**src/rtl/scancode_to_ascii_line_editor_core_assert.svh**
```systemverilog
// ----------------------------------------------------------------------------
// Assertion macros for the scancode line editor
// Concurrent checks that compile away when ASSERT_OFF is defined.
// ----------------------------------------------------------------------------
`ifndef SCANCODE_TO_ASCII_LINE_EDITOR_CORE_ASSERT_SVH
`define SCANCODE_TO_ASCII_LINE_EDITOR_CORE_ASSERT_SVH

`ifndef ASSERT_OFF

// same-cycle implication
`define SLE_ASSERT_IMPLY(label, clk, rst_n, ante, cons) \
    label: assert property (@(posedge clk) disable iff (!rst_n) (ante) |-> (cons)) \
        else $error("%m: check failed");

// next-cycle implication
`define SLE_ASSERT_NEXT(label, clk, rst_n, ante, cons) \
    label: assert property (@(posedge clk) disable iff (!rst_n) (ante) |=> (cons)) \
        else $error("%m: check failed");

`else

`define SLE_ASSERT_IMPLY(label, clk, rst_n, ante, cons)
`define SLE_ASSERT_NEXT(label, clk, rst_n, ante, cons)

`endif

`endif

```
**src/rtl/sle_pkg.sv**
```systemverilog
// ----------------------------------------------------------------------------
// sle_pkg
// Shared types, key codes and ASCII maps for the scancode line editor.
// ----------------------------------------------------------------------------
`default_nettype none

package sle_pkg;

    localparam int LINE_LEN_DEF = 32;
    localparam int COUNT_W      = 6;
    localparam int CHAR_W       = 7;
    localparam int KEY_W        = 6;

    localparam logic [KEY_W-1:0] KEY_BACKSPACE = 6'h0E;
    localparam logic [KEY_W-1:0] KEY_ENTER     = 6'h1C;
    localparam logic [KEY_W-1:0] KEY_LSHIFT    = 6'h2A;
    localparam logic [KEY_W-1:0] KEY_RSHIFT    = 6'h36;
    localparam logic [6:0]       KEY_LAST      = 7'd57;

    typedef enum logic [1:0] {
        KIND_ECHO    = 2'd0,
        KIND_ERASE   = 2'd1,
        KIND_NEWLINE = 2'd2,
        KIND_LINE    = 2'd3
    } sle_kind_t;

    // entries above the last key are never selected
    localparam logic [CHAR_W-1:0] PLAIN_MAP [0:63] = '{
        7'h3F, 7'h3F, 7'h31, 7'h32, 7'h33, 7'h34, 7'h35, 7'h36,
        7'h37, 7'h38, 7'h39, 7'h30, 7'h2D, 7'h3D, 7'h3F, 7'h3F,
        7'h71, 7'h77, 7'h65, 7'h72, 7'h74, 7'h79, 7'h75, 7'h69,
        7'h6F, 7'h70, 7'h5B, 7'h5D, 7'h3F, 7'h3F, 7'h61, 7'h73,
        7'h64, 7'h66, 7'h67, 7'h68, 7'h6A, 7'h6B, 7'h6C, 7'h3B,
        7'h27, 7'h60, 7'h3F, 7'h5C, 7'h7A, 7'h78, 7'h63, 7'h76,
        7'h62, 7'h6E, 7'h6D, 7'h2C, 7'h2E, 7'h2F, 7'h3F, 7'h3F,
        7'h3F, 7'h20, 7'h3F, 7'h3F, 7'h3F, 7'h3F, 7'h3F, 7'h3F
    };

    localparam logic [CHAR_W-1:0] SHIFT_MAP [0:63] = '{
        7'h3F, 7'h3F, 7'h21, 7'h40, 7'h23, 7'h24, 7'h25, 7'h5E,
        7'h26, 7'h2A, 7'h28, 7'h29, 7'h5F, 7'h2B, 7'h3F, 7'h3F,
        7'h51, 7'h57, 7'h45, 7'h52, 7'h54, 7'h59, 7'h55, 7'h49,
        7'h4F, 7'h50, 7'h7B, 7'h7D, 7'h3F, 7'h3F, 7'h41, 7'h53,
        7'h44, 7'h46, 7'h47, 7'h48, 7'h4A, 7'h4B, 7'h4C, 7'h3A,
        7'h22, 7'h7E, 7'h3F, 7'h7C, 7'h5A, 7'h58, 7'h43, 7'h56,
        7'h42, 7'h4E, 7'h4D, 7'h3C, 7'h3E, 7'h3F, 7'h3F, 7'h3F,
        7'h3F, 7'h20, 7'h3F, 7'h3F, 7'h3F, 7'h3F, 7'h3F, 7'h3F
    };

    // datapath -> controller
    typedef struct packed {
        logic key_valid;
        logic release_key;
        logic shift_key;
        logic backspace;
        logic enter;
        logic line_empty;
        logic line_full;
        logic line_done;
        logic out_free;
    } sle_status_t;

    // controller -> datapath
    typedef struct packed {
        logic      set_shift;
        logic      push_char;
        logic      pop_char;
        logic      clear_line;
        logic      rd_start;
        logic      rd_advance;
        logic      load_out;
        sle_kind_t out_kind;
    } sle_cmd_t;

endpackage

`default_nettype wire

```
**src/rtl/sle_datapath.sv**
```systemverilog
// ----------------------------------------------------------------------------
// sle_datapath
// Scancode decode, shift flag, line store, read-out pointer and result register.
// ----------------------------------------------------------------------------
`default_nettype none

`include "scancode_to_ascii_line_editor_core_assert.svh"

module sle_datapath #(
    parameter int LINE_LEN = sle_pkg::LINE_LEN_DEF
) (
    input  wire logic                         clk,
    input  wire logic                         rst_n,
    input  wire logic [7:0]                   scancode,
    input  wire sle_pkg::sle_cmd_t            cmd,
    output sle_pkg::sle_status_t              status,
    output logic                              result_valid,
    input  wire logic                         result_stall,
    output logic [1:0]                        kind,
    output logic [sle_pkg::CHAR_W-1:0]        char_code,
    output logic [sle_pkg::COUNT_W-1:0]       line_length,
    output logic                              last
);

    localparam int ADDR_W = (LINE_LEN > 1) ? $clog2(LINE_LEN) : 1;
    localparam logic [sle_pkg::COUNT_W-1:0] LEN_MAX = sle_pkg::COUNT_W'(LINE_LEN);

    logic                            shift_reg,     shift_next;
    logic [sle_pkg::COUNT_W-1:0]     count_reg,     count_next;
    logic [sle_pkg::COUNT_W-1:0]     rd_idx_reg,    rd_idx_next;
    logic [sle_pkg::CHAR_W-1:0]      rd_data_reg;
    logic                            out_valid_reg, out_valid_next;
    sle_pkg::sle_kind_t              out_kind_reg,  out_kind_next;
    logic [sle_pkg::CHAR_W-1:0]      out_char_reg,  out_char_next;
    logic [sle_pkg::COUNT_W-1:0]     out_len_reg,   out_len_next;
    logic                            out_last_reg,  out_last_next;

    logic [sle_pkg::CHAR_W-1:0]      line_mem [LINE_LEN];

    logic                            is_press;
    logic                            is_release;
    logic [sle_pkg::KEY_W-1:0]       key;
    logic [sle_pkg::CHAR_W-1:0]      key_char;
    logic [sle_pkg::COUNT_W-1:0]     rd_idx_inc;
    logic [sle_pkg::COUNT_W-1:0]     rd_addr;
    logic                            out_free;

    // decode: presses 0..57, releases 128..185
    always_comb
    begin
        is_press   = !scancode[7] && (scancode[6:0] <= sle_pkg::KEY_LAST);
        is_release =  scancode[7] && (scancode[6:0] <= sle_pkg::KEY_LAST);
        key        = scancode[sle_pkg::KEY_W-1:0];
        key_char   = shift_reg ? sle_pkg::SHIFT_MAP[key] : sle_pkg::PLAIN_MAP[key];
    end

    assign out_free   = !out_valid_reg || !result_stall;
    assign rd_idx_inc = rd_idx_reg + 6'd1;

    always_comb
    begin
        status.key_valid   = is_press || is_release;
        status.release_key = is_release;
        status.shift_key   = (key == sle_pkg::KEY_LSHIFT) || (key == sle_pkg::KEY_RSHIFT);
        status.backspace   = (key == sle_pkg::KEY_BACKSPACE);
        status.enter       = (key == sle_pkg::KEY_ENTER);
        status.line_empty  = (count_reg == '0);
        status.line_full   = (count_reg >= LEN_MAX);
        status.line_done   = (rd_idx_inc == count_reg);
        status.out_free    = out_free;
    end

    always_comb
    begin
        shift_next     = shift_reg;
        count_next     = count_reg;
        rd_idx_next    = rd_idx_reg;
        rd_addr        = rd_idx_reg;
        out_valid_next = out_valid_reg;
        out_kind_next  = out_kind_reg;
        out_char_next  = out_char_reg;
        out_len_next   = out_len_reg;
        out_last_next  = out_last_reg;

        if (cmd.set_shift)
            shift_next = !is_release;
        if (cmd.push_char)
            count_next = count_reg + 6'd1;
        if (cmd.pop_char)
            count_next = count_reg - 6'd1;
        if (cmd.clear_line)
            count_next = '0;

        if (cmd.rd_start)
        begin
            rd_idx_next = '0;
            rd_addr     = '0;
        end
        else if (cmd.rd_advance)
        begin
            rd_idx_next = rd_idx_inc;
            rd_addr     = rd_idx_inc;
        end

        if (cmd.load_out)
        begin
            out_valid_next = 1'b1;
            out_kind_next  = cmd.out_kind;
            out_char_next  = '0;
            out_len_next   = '0;
            out_last_next  = 1'b1;
            case (cmd.out_kind)
                sle_pkg::KIND_ECHO:    out_char_next = key_char;
                sle_pkg::KIND_NEWLINE:
                begin
                    out_len_next  = count_reg;
                    out_last_next = (count_reg == '0);
                end
                sle_pkg::KIND_LINE:
                begin
                    out_char_next = rd_data_reg;
                    out_last_next = status.line_done;
                end
                default: ;
            endcase
        end
        else if (!result_stall)
        begin
            out_valid_next = 1'b0;
        end
    end

    always_ff @(posedge clk or negedge rst_n)
    begin
        if (!rst_n)
        begin
            shift_reg     <= 1'b0;
            count_reg     <= '0;
            rd_idx_reg    <= '0;
            out_valid_reg <= 1'b0;
        end
        else
        begin
            shift_reg     <= shift_next;
            count_reg     <= count_next;
            rd_idx_reg    <= rd_idx_next;
            out_valid_reg <= out_valid_next;
        end
    end

    always_ff @(posedge clk)
    begin
        out_kind_reg <= out_kind_next;
        out_char_reg <= out_char_next;
        out_len_reg  <= out_len_next;
        out_last_reg <= out_last_next;
    end

    // line store: one write port, one registered read port
    always_ff @(posedge clk)
    begin
        if (cmd.push_char)
            line_mem[count_reg[ADDR_W-1:0]] <= key_char;
        rd_data_reg <= line_mem[rd_addr[ADDR_W-1:0]];
    end

    assign result_valid = out_valid_reg;
    assign kind         = 2'(out_kind_reg);
    assign char_code    = out_char_reg;
    assign line_length  = out_len_reg;
    assign last         = out_last_reg;

    `SLE_ASSERT_IMPLY(a_count_bound, clk, rst_n, 1'b1, count_reg <= LEN_MAX)
    `SLE_ASSERT_IMPLY(a_load_when_free, clk, rst_n, cmd.load_out, out_free)
    `SLE_ASSERT_NEXT(a_pop_nonempty, clk, rst_n, cmd.pop_char,
                     count_reg == $past(count_reg) - 6'd1)

endmodule

`default_nettype wire

```
**src/rtl/sle_ctrl.sv**
```systemverilog
// ----------------------------------------------------------------------------
// sle_ctrl
// Controller: accepts scancodes, sequences echo, erase and line read-out.
// ----------------------------------------------------------------------------
`default_nettype none

`include "scancode_to_ascii_line_editor_core_assert.svh"

module sle_ctrl (
    input  wire logic                 clk,
    input  wire logic                 rst_n,
    input  wire logic                 scancode_valid,
    output logic                      scancode_stall,
    input  wire sle_pkg::sle_status_t status,
    output sle_pkg::sle_cmd_t         cmd
);

    typedef enum logic {
        S_IDLE,
        S_LINE
    } state_t;

    state_t state_reg, state_next;
    logic   accept;

    assign scancode_stall = !((state_reg == S_IDLE) && status.out_free);
    assign accept         = scancode_valid && !scancode_stall;

    always_comb
    begin
        state_next = state_reg;
        cmd        = '0;
        cmd.out_kind = sle_pkg::KIND_ECHO;

        unique case (state_reg)
            S_IDLE:
            begin
                if (accept && status.key_valid)
                begin
                    if (status.shift_key)
                    begin
                        cmd.set_shift = 1'b1;
                    end
                    else if (!status.release_key)
                    begin
                        if (status.backspace)
                        begin
                            if (!status.line_empty)
                            begin
                                cmd.pop_char = 1'b1;
                                cmd.load_out = 1'b1;
                                cmd.out_kind = sle_pkg::KIND_ERASE;
                            end
                        end
                        else if (status.enter)
                        begin
                            cmd.load_out = 1'b1;
                            cmd.out_kind = sle_pkg::KIND_NEWLINE;
                            if (!status.line_empty)
                            begin
                                cmd.rd_start = 1'b1;
                                state_next   = S_LINE;
                            end
                        end
                        else if (!status.line_full)
                        begin
                            cmd.push_char = 1'b1;
                            cmd.load_out  = 1'b1;
                            cmd.out_kind  = sle_pkg::KIND_ECHO;
                        end
                    end
                end
            end
            S_LINE:
            begin
                // one buffered character per free slot in the result register
                if (status.out_free)
                begin
                    cmd.load_out   = 1'b1;
                    cmd.out_kind   = sle_pkg::KIND_LINE;
                    cmd.rd_advance = 1'b1;
                    if (status.line_done)
                    begin
                        cmd.clear_line = 1'b1;
                        state_next     = S_IDLE;
                    end
                end
            end
            default: state_next = S_IDLE;
        endcase
    end

    always_ff @(posedge clk or negedge rst_n)
    begin
        if (!rst_n)
            state_reg <= S_IDLE;
        else
            state_reg <= state_next;
    end

    `SLE_ASSERT_IMPLY(a_line_nonempty, clk, rst_n, state_reg == S_LINE, !status.line_empty)

endmodule

`default_nettype wire

```
**src/rtl/scancode_to_ascii_line_editor_core.sv**
```systemverilog
// ----------------------------------------------------------------------------
// scancode_to_ascii_line_editor_core
// Set-1 scancode to ASCII line editor with echo, erase and line submission.
// ----------------------------------------------------------------------------
//  channel   | dir | handshake                        | payload
//  ----------+-----+----------------------------------+-----------------------
//  scancode  | in  | scancode_valid / scancode_stall  | scancode[7:0]
//  result    | out | result_valid / result_stall      | kind, char_code,
//            |     |                                  | line_length, last
//
//  A shift, release or ignored item gives nothing.
//  An echo or erase item loads the result register; a further item may enter once the
//  result register is free (the same cycle it is taken).
//  Enter with n buffered characters gives a newline, then one character a cycle
//  from the line store's registered read port while the result register is free.
//  Result stalls hold the result register and block the input.
//  Reset clears shift flag, line count and output valid; the store is not reset.
// ----------------------------------------------------------------------------
`default_nettype none

module scancode_to_ascii_line_editor_core #(
    parameter int LINE_LEN = sle_pkg::LINE_LEN_DEF
) (
    input  wire logic                         clk,
    input  wire logic                         rst_n,
    input  wire logic                         scancode_valid,
    output logic                              scancode_stall,
    input  wire logic [7:0]                   scancode,
    output logic                              result_valid,
    input  wire logic                         result_stall,
    output logic [1:0]                        kind,
    output logic [sle_pkg::CHAR_W-1:0]        char_code,
    output logic [sle_pkg::COUNT_W-1:0]       line_length,
    output logic                              last
);

    sle_pkg::sle_status_t status;
    sle_pkg::sle_cmd_t    cmd;

    sle_ctrl u_ctrl (
        .clk            (clk),
        .rst_n          (rst_n),
        .scancode_valid (scancode_valid),
        .scancode_stall (scancode_stall),
        .status         (status),
        .cmd            (cmd)
    );

    sle_datapath #(
        .LINE_LEN (LINE_LEN)
    ) u_datapath (
        .clk          (clk),
        .rst_n        (rst_n),
        .scancode     (scancode),
        .cmd          (cmd),
        .status       (status),
        .result_valid (result_valid),
        .result_stall (result_stall),
        .kind         (kind),
        .char_code    (char_code),
        .line_length  (line_length),
        .last         (last)
    );

endmodule

`default_nettype wire

```
**config.mk**
```make
export PLATFORM = sky130hd
export DESIGN_NAME = scancode_to_ascii_line_editor_core
export DESIGN_NICKNAME = d
export VERILOG_FILES = /design/src/rtl/sle_pkg.sv /design/src/rtl/sle_datapath.sv /design/src/rtl/sle_ctrl.sv /design/src/rtl/scancode_to_ascii_line_editor_core.sv
export VERILOG_INCLUDE_DIRS = /design/src /design/src/rtl
export SDC_FILE = /design/constraint.sdc
export NUM_CORES = 1
export LEC_CHECK = 0
export BUFFER_PORTS_ARGS = -buffer_cell sky130_fd_sc_hd__buf_2
export CORE_MARGIN = 4
export CORE_UTILIZATION = 46
export CTS_CLUSTER_DIAMETER = 40
export DETAILED_ROUTE_END_ITERATION = 7
export SYNTH_ARGS = -nofsm -noshare
export SYNTH_HDL_FRONTEND = slang
export SYNTH_SLANG_ARGS = --single-unit
```
**constraint.sdc**
```tcl
create_clock -name clk -period 3.35 [get_ports clk]
set_input_delay 0.335 -clock clk [delete_from_list [all_inputs] [get_ports clk]]
set_output_delay 0.335 -clock clk [all_outputs]
set_load 0.1 [all_outputs]
```
### Word level (Yosys, flattened, before mapping)

Memory sizes are Yosys's and may differ from the RTL's. A register that Yosys moved wholly into a read port is not among the register bits.
Cells that the tools add are included.

* add/sub/neg operators: 3
* magnitude comparators: 3
* equal/unequal tests: 8
* muxes and demuxes: 48
* bitwise operators: 2
* reduce and logical (&&, ||, !) cells: 17

Operator list (number)
* 2-to-1 mux 7 bit: 5
* 2-to-1 mux 6 bit: 5
* 2-to-1 mux 3 bit: 9
* 2-to-1 mux 1 bit: 22
* case mux 7 bit (2 select lines): 1
* adder 6 x 1 -> 6 bit, second input constant: 2
* equality test 6 bit, second input constant: 2
* greater-or-equal comparator 7 bit, second input constant: 1
* <= comparator 7 x 6 -> 1 bit, second input constant: 1
* NOT 6 -> 7 bit: 1
* equality test 6 x 4 -> 1 bit, second input constant: 1
* equality test 6 x 5 -> 1 bit, second input constant: 1
* equality test 6 bit: 1
* greater-or-equal comparator 6 bit, second input constant: 1
* logical NOT 6 bit: 1
* case mux 3 bit (2 select lines): 1
* subtractor 6 x 1 -> 6 bit, second input constant: 1
* logical AND 1 bit: 5
* logical NOT 1 bit: 5
* equality test 2 bit, second input constant: 2
* 2-to-1 mux 2 bit: 2
* 2-to-1 mux 4 bit: 1
* case mux 1 bit (2 select lines): 2
* logical OR 1 bit: 3
* other kinds (5): 5

* register bits after elaboration: 31
* RAM bits: 224
* bits in read-only memories: 896
* word-level logic and storage cells: 94
* memories kept: 3

Memories
* (name not given): words 64, width 7, read ports 1, clocked after Yosys merged registers in 0, write ports 0, RTL line sle_datapath.sv:54 `key_char = shift_reg ? sle_pkg::SHIFT_MAP[key] : sle_pkg::PLAIN_MAP[key];`
* (name not given): words 64, width 7, read ports 1, clocked after Yosys merged registers in 0, write ports 0, RTL line sle_datapath.sv:54
* u_datapath.line_mem: words 32, width 7, read ports 1, clocked after Yosys merged registers in 1, write ports 1, RTL line sle_datapath.sv:38 `logic [sle_pkg::CHAR_W-1:0] line_mem [LINE_LEN];`

### Longest topological paths before layout

* depth in word-level cells: 11
* gate-level depth with buffers: 15
* depth with buffers taken out: 13

### Hierarchy

From an unflattened synthesis, not the netlist that was laid out.

* cell total of the unflattened synthesis: 1094
* area, all modules: 13281.5 um2

By module, submodules not included
* sle_datapath: times used 1, cells each 1071, area each 13085.0 um2
* sle_ctrl: times used 1, cells each 23, area each 196.4 um2

### Least setup slack after synthesis

OpenSTA, ideal clock, no wires.

* kind: in2reg
* start point: input port scancode[1]
* end point: memory u_datapath.line_mem[0][2] in the netlist's numbering, data pin
* setup time: 0.477 ns
* data arrival time: 3.127 ns
* data required time: 2.873 ns
* path slack: -0.254 ns
* cell stages on the path: 8
* cell sequence: clkbuf_1 inv_1 ha_1 clkbuf_1 nor2_1 a22o_1 o211a_1 o31ai_1

* cells in the longest elaborated chain, start to end: 5

RTL lines
* start: declaration: RTL line scancode_to_ascii_line_editor_core.sv:28 `input wire logic [7:0] scancode,`
* NOT 6 -> 7 bit (not written as such) *: RTL line sle_datapath.sv:54
* memory read (64 x 7 bit)
* 2-to-1 mux 7 bit (not written as such) (2 in a row): RTL line sle_datapath.sv:54
* 2-to-1 mux 7 bit *: RTL line sle_datapath.sv:54
* via u_datapath.key_char (one bit): RTL line sle_datapath.sv:43 `logic [sle_pkg::CHAR_W-1:0] key_char;`
* end: declaration: RTL line sle_datapath.sv:38

Mark *: on every way through the listed nets, which the timed path passes. The rest lies on a longest branch. The select of a mux whose other input is x is not followed.

### Final worst setup path

* start point: register u_datapath.out_valid_reg, in the netlist u_datapath.result_valid
* end point: register u_datapath.count_reg[5] in the netlist's numbering

* cells in the longest elaborated chain, start to end: 9

RTL lines
* start: declaration: RTL line sle_datapath.sv:32 `logic out_valid_reg, out_valid_next;`
* start signal: assignment: RTL line sle_datapath.sv:147 `out_valid_reg <= out_valid_next;`
* logical NOT 1 bit *: RTL line sle_datapath.sv:57 `assign out_free = !out_valid_reg || !result_stall;`
* logical OR 1 bit *: RTL line sle_datapath.sv:57
* logical AND 1 bit: RTL line sle_ctrl.sv:26 `assign scancode_stall = !((state_reg == S_IDLE) && status.out_free);`
* logical AND 1 bit: RTL line sle_ctrl.sv:27 `assign accept = scancode_valid && !scancode_stall;`
* logical AND 1 bit: RTL line sle_ctrl.sv:38 `if (accept && status.key_valid)`
* 2-to-1 mux 3 bit: RTL line sle_ctrl.sv:38
* 2-to-1 mux 3 bit: RTL line sle_ctrl.sv:35 `unique case (state_reg)`
* 2-to-1 mux 6 bit: RTL line sle_datapath.sv:89 `if (cmd.pop_char)`
* 2-to-1 mux 6 bit: RTL line sle_datapath.sv:91 `if (cmd.clear_line)`
* end signal: assignment: RTL line sle_datapath.sv:145 `count_reg <= count_next;`
* end: declaration: RTL line sle_datapath.sv:29 `logic [sle_pkg::COUNT_W-1:0] count_reg, count_next;`

Mark *: on every way between the ends. The rest lies on a longest branch, timed or not.
A chain may end at the register's enable or synchronous reset.

==> results.ini <==
[setup_path]
crit_arrival_ns=3.43
required_ns=3.77
worstPathBufferInverterCount=1
critPathMaxFanout=7
path_cells=a21oi_2 -> nand3_1 -> or3_1 -> inv_1 -> ha_1 -> a21o_1 -> a21o_1 -> a21o_1 -> a21o_1 -> mux2i_1 -> o22a_1
cp_common_cell=a21o_1
startpoint_type=flop
max_stage_delay_ns=0.45
cp-end-kind=flop
cp_top_family=compound AO/OA/AOI/OAI gates
cpMaxStageDelayCell=or3_1
path_class=flop to flop

[floorplan]
fp.dieH_um=174
ios=30
core-area_um2=27000
rows=60
die_x_um=174
dieArea_um2=30100
start_util_pct=46.8

[timing]
final-hold-violation-count=0
min_period_ns=3.01
rsz0062_at_grt=false
setup_viol=0
max_slew.worst_pin.slew_ns=1.19
tns_ns=0
fmax_mhz=332
slew_viol_final=0
fin_crit_sh_pct=90.0
slew_headroom_pct=20.5
skew_ns=0.0174
hold_slack_ns=0.0237

[outcome]
status=completed

[layout]
fin_cells=1463
fin_nets=1122
mostFrequentLayoutCells=240 x edfxtp_1, 99 x nand2_1, 75 x nor2_1
largest_reg_flops=224
layout_commonest_cell=edfxtp_1
area_growth_pct=18.3
final_layout_size_suffix_gt1_share_pct=19.1
diodes=0

[hold_path]
min_path_type=primary input to flop

[synth]
yosys.area.top_type_share_pct=57.2
yosysTopAreaCell=edfxtp_1
synth_area_leaders=edfxtp_1 57%, mux2i_1 3.7%, dfrtp_1 3.0%
avgSynthCellArea_um2=12.4
synth_ff_type=edfxtp_1
synth_edf_count=240
synth_nets=1052
synth_seq_cells=262
yosysSeqAreaShare_pct=61.2
ys_types=85
ys_warn_count=0
synthArstFlopShare_pct=5.73
syn_inst=1021
syn-cell-area_um2=12600

[drt]
wl_per_cell_um=22.8
first_pass_iters=5
detail-route-antenna-nets=0
drt_iter0_drc=852
vias_per_cell=6.02
drc=0
vias=8810
wl_um=33400

[clock_network]
cts_buffers=39
cts.sinks=262
cts_resized=0
clk_latency_ns=0.53
cts_max_level=2
clk_pin_slew_ns=0.06
cts_tree=built
clock-root-buffer=clkbuf_16
ctsHoldBuffers=1
cts_setup_buffers=0
clock_path_buffers=3

[power]
p_leak_uw=0.00529
ir_worst_vdd_mv=0.312
power_density_nw_per_um2=667
total_power_uw=9950

[global_routing]
grt_pass1_vias=8431
grt_max_degree=51
grtUsageTotal_pct=21.8
grt_pass1_wl_um=51200
grt-ovfl-total=0
antenna_found_initial=0

[job]
cap_violations=0

[placed_design]
gp_congestion=0.906
port-buffer-count=29
dp_hpwl_um=21900
dp_cells=1390

## Yosys cell counts, types with 7 or more instances
| cell | n |
|---|---|
| nor2_1 | 75 |
| buf_2 | 25 |
| mux2i_1 | 47 |
| o211a_1 | 9 |
| dfxtp_1 | 7 |
| nand3_1 | 35 |
| clkbuf_1 | 32 |
| a31oi_1 | 9 |
| a21o_1 | 8 |
| nand4_1 | 23 |
| dfrtp_1 | 15 |
| o2bb2ai_1 | 12 |
| a22oi_1 | 26 |
| ha_1 | 18 |
| o211ai_1 | 31 |
| o21ai_0 | 52 |
| or3_1 | 12 |
| nand2_1 | 99 |
| nor3_1 | 9 |
| mux2_2 | 9 |
| and2_1 | 7 |
| o21ai_1 | 7 |
| nor2b_1 | 11 |
| a2bb2oi_1 | 7 |
| xnor2_1 | 14 |
| edfxtp_1 | 240 |
| a21oi_1 | 34 |
| inv_1 | 16 |
| o2111ai_1 | 7 |
| a32oi_1 | 17 |
## through the flow
step | setup WS (ns) | instance area (um2) | util, %
final | 0.336 | 14900 | 55.4
after detailed placement | 0.296 | 13500 | 50.2
after global routing | 0.121 | 14900 | 55.4
after floorplan | 0.141 | 12600 | -
after CTS | 0.355 | 14900 | 55.4
after global placement | 0.323 | 13500 | 50.2
## worst register-to-register path, stage by stage (launching register included)
cell     delay [ns]
dfrtp_1        0.44
a21oi_2        0.23
nand3_1        0.24
or3_1          0.45
inv_1          0.22
ha_1           0.28
a21o_1         0.17
a21o_1         0.19
a21o_1         0.18
a21o_1         0.19
mux2i_1        0.12
o22a_1         0.20
## cells by family after synthesis
family / after synthesis / synth area share [%]
AOI/OAI and AO/OA: 266 / 15.3
xor gates and xnor gates: 19 / 1.38
adders and majority gates: 19 / 1.94
buffers and inverters: 93 / 3.58
DFF: 262 / 61.2
muxes: 58 / 4.89
and+or+nand+nor: 304 / 11.7
## per-layer routing
layer	global-route usage (%)	vias up	wire length [um]
li1	-	4075	-
met1	31.2	4363	14700
met2	34.5	318	15800
met3	3.40	54	2220
met4	6.45	0	672
met5	0	-	0
## where the power goes
part	internal, uW	total (uW)	switching [uW]
clock network	2730	4260	1540
logic	634	1890	1250
registers	3740	3810	64.1
total	7100	9950	2850
## worst paths after layout
| path | cells after the start | endpoint | slack [ns] | startpoint |
|---|---|---|---|---|
| setup reg to reg | 11 | u_datapath.count_reg[5] | 0.34 | u_datapath.result_valid |
| hold / removal | 2 | u_datapath.shift_reg | 0.02 | scancode[7] |
| max in group asynchronous | 2 | u_datapath.shift_reg | 2.80 | rst_n |
| min in group asynchronous | 2 | u_datapath.count_reg[5] | 0.27 | rst_n |
| hold reg to reg | 2 | u_datapath.rd_data_reg[3] | 0.55 | u_datapath.line_mem[8][3] |
| setup / recovery | 11 | u_datapath.count_reg[5] | 0.34 | u_datapath.result_valid |
## area by class of cell
cell class | instances | area [um2]
fill | 2260 | 12000
sequential | 262 | 7720
multi-input combinational | 666 | 4490
clock buffer | 43 | 1030
timing repair buffer | 103 | 816
tap | 341 | 427
clock inverter | 29 | 357
inverter | 19 | 71.3
No activity file was read; power rests on OpenSTA's default activity.
